File: src/dccpr_pkg.sv
package dccpr_pkg;

   // register indexes on the csr channel
   localparam logic CSR_OWN_ADDRESS      = 1'b0;
   localparam logic CSR_OWN_ADDRESS_KIND = 1'b1;

   // address kinds
   localparam logic [1:0] KIND_SHORT     = 2'd0;
   localparam logic [1:0] KIND_LONG      = 2'd1;
   localparam logic [1:0] KIND_BROADCAST = 2'd2;
   localparam logic [1:0] KIND_IDLE      = 2'd3;

   // input actions
   localparam logic ACT_BYTE = 1'b0;
   localparam logic ACT_END  = 1'b1;

   localparam logic [13:0] OWN_ADDRESS_RESET = 14'd3;

   localparam logic [7:0] BYTE_BROADCAST = 8'h00;
   localparam logic [7:0] BYTE_IDLE      = 8'hFF;
   localparam logic [7:0] LONG_FIRST     = 8'hC0;
   localparam logic [7:0] LONG_LAST      = 8'hE7;
   localparam logic [7:0] LONG_HI_MASK   = 8'h3F;

   localparam logic [7:0] OP_CV_SHORT   = 8'h3F;
   localparam logic [7:0] OP_ANALOG     = 8'h3D;
   localparam logic [7:0] OP_CONSIST    = 8'hC0;
   localparam logic [7:0] OP_BIN_SHORT  = 8'hDD;
   localparam logic [7:0] OP_FUNC_LO    = 8'hD8;
   localparam logic [7:0] OP_FUNC_HI    = 8'hDF;
   localparam logic [7:0] OP_CV_VERIFY  = 8'hE4;
   localparam logic [7:0] OP_CV_WRITE   = 8'hEC;
   localparam logic [7:0] OP_CV_BIT     = 8'hE8;

   // address length in bytes from the first byte, 0 when not a decoder packet
   function automatic logic [1:0] addr_len(input logic [7:0] b0);
      logic [1:0] len;
      len = 2'd0;
      if (b0[7] == 1'b0 || b0 == BYTE_IDLE) begin
         len = 2'd1;
      end else if (b0 >= LONG_FIRST && b0 <= LONG_LAST) begin
         len = 2'd2;
      end
      return len;
   endfunction

   // instruction length from its opcode, 0 when it cannot be sized
   function automatic logic [1:0] instr_len(input logic [7:0] op);
      logic [1:0] len;
      len = 2'd0;
      if (op[7:4] == 4'h1) begin
         len = 2'd2;
      end else if (op[7:6] == 2'b01) begin
         len = 2'd1;
      end else if (op[7:5] == 3'b001) begin
         if (op == OP_CV_SHORT) len = 2'd2;
         else if (op == OP_ANALOG) len = 2'd3;
      end else if (op[7:5] == 3'b100 || op[7:5] == 3'b101) begin
         len = 2'd1;
      end else if (op[7:5] == 3'b110) begin
         if (op == OP_CONSIST) len = 2'd3;
         else if (op == OP_BIN_SHORT) len = 2'd2;
         else if (op >= OP_FUNC_LO && op <= OP_FUNC_HI) len = 2'd2;
      end else if (op[7:5] == 3'b111) begin
         if (op[4] == 1'b1) len = 2'd2;
         else if (op == OP_CV_VERIFY || op == OP_CV_BIT || op == OP_CV_WRITE) len = 2'd3;
      end
      return len;
   endfunction

endpackage

File: src/dcc_packet_recognizer_arm.sv
// the rsp word is registered and appears in the cycle after its req word is accepted
// throughput: one word per cycle while the rsp side is not stalled; the packet state is updated in the same cycle
//   the word is taken, and a single output register parts the two sides
// reset (synchronous, active high) empties the output register, clears the
//   packet count, xor, armed flag and half toggle, and loads address 3, short kind
module dcc_packet_recognizer_arm
   import dccpr_pkg::*;
(
   input  logic        clock,
   input  logic        reset,
   input  logic        req_tvalid,
   output logic        req_tready,
   input  logic [7:0]  req_tdata,   // [7:0] packet_byte
   input  logic [1:0]  req_tuser,   // [0] action, [1] starts_packet
   output logic        rsp_tvalid,
   input  logic        rsp_tready,
   output logic [7:0]  rsp_tdata,   // [7:0] adr_payload
   output logic [2:0]  rsp_tuser,   // [0] armed_now, [1] respond, [2] adr_low_half
   input  logic        csr_valid,
   output logic        csr_ready,
   input  logic        csr_index,
   input  logic [13:0] csr_data
);

   logic [13:0] own_addr_ff;
   logic [1:0]  own_kind_ff;
   logic [7:0]  header_ff [3];
   logic [7:0]  header_in [3];
   logic [2:0]  count_ff, count_in;
   logic [7:0]  xor_ff, xor_in;
   logic        armed_ff, armed_in;
   logic        toggle_ff, toggle_in;
   logic        held_half_ff, held_half_in;
   logic [7:0]  held_payload_ff, held_payload_in;
   logic        rsp_valid_ff;
   logic [7:0]  rsp_tdata_ff, rsp_tdata_in;
   logic [2:0]  rsp_tuser_ff, rsp_tuser_in;

   logic        accept;
   logic        action;
   logic        starts;
   logic [7:0]  b;
   logic        first;
   logic        armed_base;
   logic [1:0]  al;
   logic [1:0]  il1, il2;
   logic        complete;
   logic [13:0] pkt_addr;
   logic [1:0]  pkt_kind;
   logic        arm;

   assign req_tready = !rsp_valid_ff || rsp_tready;
   assign accept     = req_tvalid && req_tready;
   assign csr_ready  = 1'b1;
   assign action     = req_tuser[0];
   assign starts     = req_tuser[1];
   assign b          = req_tdata;

   assign rsp_tvalid = rsp_valid_ff;
   assign rsp_tdata  = rsp_tdata_ff;
   assign rsp_tuser  = rsp_tuser_ff;

   always_comb begin
      first      = starts || count_ff == 3'd0;
      armed_base = first ? 1'b0 : armed_ff;

      if (first) count_in = 3'd1;
      else if (count_ff != 3'd7) count_in = count_ff + 3'd1;
      else count_in = count_ff;

      xor_in = first ? b : (xor_ff ^ b);

      for (int i = 0; i < 3; i++) begin
         header_in[i] = (count_in == 3'(i + 1)) ? b : header_ff[i];
      end

      // size the command from the updated header
      al  = addr_len(header_in[0]);
      il1 = instr_len(header_in[1]);
      il2 = instr_len(header_in[2]);
      complete = 1'b0;
      if (al == 2'd1) begin
         complete = count_in >= 3'd2 && il1 != 2'd0 && count_in == ({1'b0, il1} + 3'd1);
      end else if (al == 2'd2) begin
         complete = count_in >= 3'd3 && il2 != 2'd0 && count_in == ({1'b0, il2} + 3'd2);
      end

      if (header_in[0] == BYTE_BROADCAST) begin
         pkt_addr = 14'd0;
         pkt_kind = KIND_BROADCAST;
      end else if (header_in[0] == BYTE_IDLE) begin
         pkt_addr = {6'd0, BYTE_IDLE};
         pkt_kind = KIND_IDLE;
      end else if (al == 2'd1) begin
         pkt_addr = {6'd0, header_in[0]};
         pkt_kind = KIND_SHORT;
      end else begin
         pkt_addr = {header_in[0][5:0] & LONG_HI_MASK[5:0], header_in[1]};
         pkt_kind = KIND_LONG;
      end

      arm = !armed_base && complete && pkt_kind == own_kind_ff && pkt_addr == own_addr_ff;

      // defaults hold state, result word all zero
      armed_in        = armed_ff;
      toggle_in       = toggle_ff;
      held_half_in    = held_half_ff;
      held_payload_in = held_payload_ff;
      rsp_tdata_in    = 8'd0;
      rsp_tuser_in    = 3'd0;

      if (action == ACT_END) begin
         armed_in = 1'b0;
         if (armed_ff && count_ff >= 3'd2 && xor_ff == 8'd0) begin
            rsp_tuser_in = {held_half_ff, 1'b1, 1'b0};
            rsp_tdata_in = held_payload_ff;
         end
      end else begin
         armed_in = armed_base;
         if (arm) begin
            held_half_in    = toggle_ff;
            held_payload_in = toggle_ff ? own_addr_ff[7:0] : {2'b00, own_addr_ff[13:8]};
            toggle_in       = !toggle_ff;
            armed_in        = 1'b1;
            rsp_tuser_in    = {toggle_ff, 1'b0, 1'b1};
            rsp_tdata_in    = held_payload_in;
         end
      end
   end

   always_ff @(posedge clock) begin
      if (reset) begin
         own_addr_ff     <= OWN_ADDRESS_RESET;
         own_kind_ff     <= KIND_SHORT;
         count_ff        <= 3'd0;
         xor_ff          <= 8'd0;
         armed_ff        <= 1'b0;
         toggle_ff       <= 1'b0;
         held_half_ff    <= 1'b0;
         held_payload_ff <= 8'd0;
         rsp_valid_ff    <= 1'b0;
      end else begin
         if (csr_valid && csr_ready) begin
            case (csr_index)
               CSR_OWN_ADDRESS:      own_addr_ff <= csr_data;
               CSR_OWN_ADDRESS_KIND: own_kind_ff <= csr_data[1:0];
               default: ;
            endcase
         end
         if (accept) begin
            armed_ff        <= armed_in;
            toggle_ff       <= toggle_in;
            held_half_ff    <= held_half_in;
            held_payload_ff <= held_payload_in;
            if (action == ACT_BYTE) begin
               count_ff <= count_in;
               xor_ff   <= xor_in;
            end
            rsp_valid_ff <= 1'b1;
         end else if (rsp_tready) begin
            rsp_valid_ff <= 1'b0;
         end
      end
   end

   // header bytes and the result word carry no reset
   always_ff @(posedge clock) begin
      if (accept) begin
         rsp_tdata_ff <= rsp_tdata_in;
         rsp_tuser_ff <= rsp_tuser_in;
         if (action == ACT_BYTE) begin
            for (int i = 0; i < 3; i++) begin
               header_ff[i] <= header_in[i];
            end
         end
      end
   end

   a_flags_exclusive: assert property (@(posedge clock) disable iff (reset)
      rsp_valid_ff |-> !(rsp_tuser_ff[0] && rsp_tuser_ff[1]))
      else $error("armed_now and respond in the same word");

   a_end_disarms: assert property (@(posedge clock) disable iff (reset)
      accept && action == ACT_END |=> !armed_ff)
      else $error("packet end left a reply armed");

   a_idle_word_zero: assert property (@(posedge clock) disable iff (reset)
      rsp_valid_ff && !rsp_tuser_ff[0] && !rsp_tuser_ff[1]
         |-> rsp_tdata_ff == 8'd0 && !rsp_tuser_ff[2])
      else $error("address half on a word with no reply");

   a_arm_toggles: assert property (@(posedge clock) disable iff (reset)
      accept && action == ACT_BYTE && arm |=> toggle_ff != $past(toggle_ff) && armed_ff)
      else $error("arming did not flip the half");

endmodule

File: config.mk
export PLATFORM = sky130hd
export DESIGN_NAME = dcc_packet_recognizer_arm
export DESIGN_NICKNAME = d
export VERILOG_FILES = /design/src/dccpr_pkg.sv /design/src/dcc_packet_recognizer_arm.sv
export SDC_FILE = /design/constraint.sdc
export NUM_CORES = 1
export LEC_CHECK = 0
export ABC_AREA = 1
export BUFFER_PORTS_ARGS = -buffer_cell sky130_fd_sc_hd__buf_2
export CELL_PAD_IN_SITES_DETAIL_PLACEMENT = 1
export CELL_PAD_IN_SITES_GLOBAL_PLACEMENT = 1
export CORE_MARGIN = 2
export CORE_UTILIZATION = 39
export CTS_CLUSTER_DIAMETER = 80
export DETAILED_ROUTE_END_ITERATION = 6
export PLACE_DENSITY = 0.74
export SLEW_MARGIN = 20
export SYNTH_ARGS = -nofsm -noshare
export SYNTH_HDL_FRONTEND = slang
export SYNTH_SLANG_ARGS = --single-unit
File: constraint.sdc
create_clock -name clock -period 4 [get_ports clock]
set_clock_uncertainty 0.2 [all_clocks]
set_input_delay 0.4 -clock clock [delete_from_list [all_inputs] [get_ports clock]]
set_output_delay 0.4 -clock clock [all_outputs]
set_load 0.05 [all_outputs]
==> impl_metrics.env <==
export IMPL_core_region_area_mm2=0.0115
export IMPL_grt_pass1_wl_um=25600
export IMPL_vias=4886
export IMPL_startpoint_type="flop"
export IMPL_grtUsageMet2_pct=44.7
export IMPL_seq_area_frac_synth_pct=39.3
export IMPL_grt_util_met3_pct=3.16
export IMPL_cts_num_sinks=74
export IMPL_synth_distinct_cells=40
export IMPL_firstDrtPassIters=4
export IMPL_ys_ff_latch=74
export IMPL_fmax_mhz=242
export IMPL_violations="negative setup slack"
export IMPL_hpwl_um=10800
export IMPL_synth_flop_cell="dfxtp_1"
export IMPL_instances_no_fill=924
export IMPL_criticalPathCategory="flop to flop"
export IMPL_routed_wl_um=16700
export IMPL_cts_root_buf="clkbuf_16"
export IMPL_clkTransAtPathRegs_ns=0.07
export IMPL_setup_violations=20
export IMPL_dieArea_mm2=0.0128
export IMPL_place_congestion=0.862
export IMPL_synth_edf_count=35
export IMPL_grt_max_degree=36
export IMPL_power_mw=2.18
export IMPL_cp_max_fo=6
export IMPL_cts_buffers=9
export IMPL_pre_cts_ws_ns=-0.153
export IMPL_synthArstFlopShare_pct=0
export IMPL_hold_class="input port to flop"
export IMPL_synth_top_cell_by_area="edfxtp_1"
export IMPL_synthesis_area_mm2=0.00466
export IMPL_fin_ws_ns=-0.131
export IMPL_io_pins=44
export IMPL_slew_headroom_pct=54.0
export IMPL_avgRoutedWirePerCell_um=18.1
export IMPL_final_nets=811
export IMPL_track_usage_pct=25.6
export IMPL_crit_path_frequent_cell="nand2_1"
export IMPL_synth_area_leaders="edfxtp_1, dfxtp_1, nand2_1"
export IMPL_top_usage_layer="met2"
export IMPL_via_per_inst=5.29
export IMPL_fin_util_pct=53.5
export IMPL_peakVddDrop_v=0.000202
export IMPL_post_route_period_util_pct=103
export IMPL_syn_to_final_growth_pct=32.3
export IMPL_clk_insertion_delay_late_ns=0.36
export IMPL_hold_buffers=0
export IMPL_power_density_mw_per_mm2=354
export IMPL_maxCapViolCount=0
export IMPL_status="finished, violations left"
export IMPL_crit_path_end_kind="flop"
export IMPL_num_rows=39
export IMPL_cts_htree_levels=3
export IMPL_numPlacedInstances=874
export IMPL_dpl_cell_area_mm2=0.00515
export IMPL_worstPathRequired_ns=4.05
export IMPL_fp_dieH_um=113
export IMPL_yosysTopAreaCellShare_pct=22.6
export IMPL_avgSynthCellArea_um2=6.85
export IMPL_start_util_pct=40.4
export IMPL_max_stage_delay_ns=0.38
export IMPL_yosysWarningCount=0
export IMPL_grt_overflow_total=0
export IMPL_grt_pass1_vias=5016
export IMPL_rsz0062_at_grt="true"
export IMPL_grt_antenna_before_repair=0
export IMPL_port_buffers=42
export IMPL_cts_buffer_depth=2
export IMPL_syn_nets=715
export IMPL_finalSetupTns_ns=-1.78
export IMPL_die_w_um=113
export IMPL_final_cell_area_mm2=0.00616
export IMPL_crit_arrival_ns=4.18
export IMPL_detail_route_drc_violations=0
export IMPL_finalHoldViolCount=0
export IMPL_n_antenna_cell=0
export IMPL_syn_instance_count=680
export IMPL_slowest_stage="dfxtp_4"
export IMPL_drive_above_1_share_pct=28.7
export IMPL_ant_nets=0
export IMPL_min_period_ns=4.13
export IMPL_tightestPinTransition_ns=0.688
export IMPL_power_leakage_nw=2.90
export IMPL_drtIter0Drc=316
export IMPL_grt_use_met1_pct=32.6
export IMPL_slew_violations=0
export IMPL_cts_tree="done"
export IMPL_timing_hold_ws_ns=0.0692
-- synthesized netlist by cell type (7+ instances only) --
cell type / n
nand3_1: 58
a21oi_1: 32
inv_2: 7
nor2_1: 63
nand2_1: 203
nand2_2: 14
dfxtp_1: 39
o21ai_1: 7
nand4_1: 19
o21ai_0: 41
edfxtp_1: 35
clkbuf_1: 9
inv_1: 95
-- flip-flops by register name, indices dropped and copies added, names as in the netlist --
name / count
rsp_tdata: 8
rsp_tuser: 3
rsp_tvalid: 1
header_ff: 24
count_ff: 3
armed_ff: 1
own_addr_ff: 14
xor_ff: 8
toggle_ff: 1
held_half_ff: 1
held_payload_ff: 8
own_kind_ff: 2
-- routing by layer --
layer | share of wire (%) | vias up | routed length (um)
met1 | 43 | 2381 | 7250
met3 | 3.3 | 21 | 552
li1 | - | 2382 | -
met5 | 0 | - | 0
met4 | 1.9 | 0 | 325
met2 | 51 | 102 | 8600
-- final timing paths --
check | from | to | slack (ns) | cells past startpoint
min | csr_data[7] | own_addr_ff[7] | 0.07 | 3
min reg2reg | own_kind_ff[1] | own_kind_ff[1] | 0.29 | 2
max | count_ff[0] | held_half_ff | -0.13 | 31
max reg2reg | count_ff[0] | held_half_ff | -0.13 | 31
-- worst max-delay path, delay by kind of cell, from the launching register on --
family / cells / cell delay [ns]
and+or+nand+nor: 22 / 2.17
buffers and inverters: 5 / 0.62
DFF: 1 / 0.38
adders and majority gates: 2 / 0.36
AOI/OAI and AO/OA: 2 / 0.26
-- final cells by class --
| class | count | area, um2 |
|---|---|---|
| clock buffers | 9 | 225 |
| clock inverters | 7 | 83.8 |
| fillers | 1503 | 5350 |
| inverters | 104 | 400 |
| multi-input cells | 482 | 2690 |
| flip-flops and latches | 74 | 1840 |
| well taps | 143 | 179 |
| repair buffers | 105 | 746 |
-- repair_timing --
item / in CTS / in global routing
cloned: 2 / 2
endpoints found under the setup margin: 21 / 21
gates resized for setup: 46 / 60
pin swaps: 16 / 24
setup buffers: 17 / 13
-- cell families after synthesis --
logic type | count (synthesis) | synth area share [%]
compound gates | 95 | 11.7
simple gates | 375 | 35.6
buf+inv | 128 | 11.6
flops | 74 | 39.3
other cells | 1 | 0.0805
fa+ha+maj | 5 | 1.34
xor+xnor | 2 | 0.376
-- report_power, final --
| group | total [mW] | internal [mW] | switching, mW |
|---|---|---|---|
| Sequential | 0.851 | 0.831 | 0.0204 |
| Clock | 0.870 | 0.495 | 0.374 |
| Combinational | 0.458 | 0.158 | 0.300 |
| Total | 2.18 | 1.48 | 0.695 |
-- layout by cell type, fill, tap and decap left out, types with 3 or more instances in the layout --
cell type,count
nand2_1,182
inv_1,89
nand3_1,54
buf_4,51
nor2_1,50
buf_2,42
o21ai_0,36
dfxtp_1,36
edfxtp_1,35
a21oi_1,30
nand2_2,24
nand4_1,19
nand2_4,13
inv_2,11
nor2_2,10
o21ai_1,10
buf_6,10
clkbuf_16,9
nor2_4,8
o21ai_4,6
nand3_2,5
nor3_1,5
nand3_4,3
o211ai_1,3
ha_4,3
inv_6,3
No activity file was read; power rests on OpenSTA's default activity.
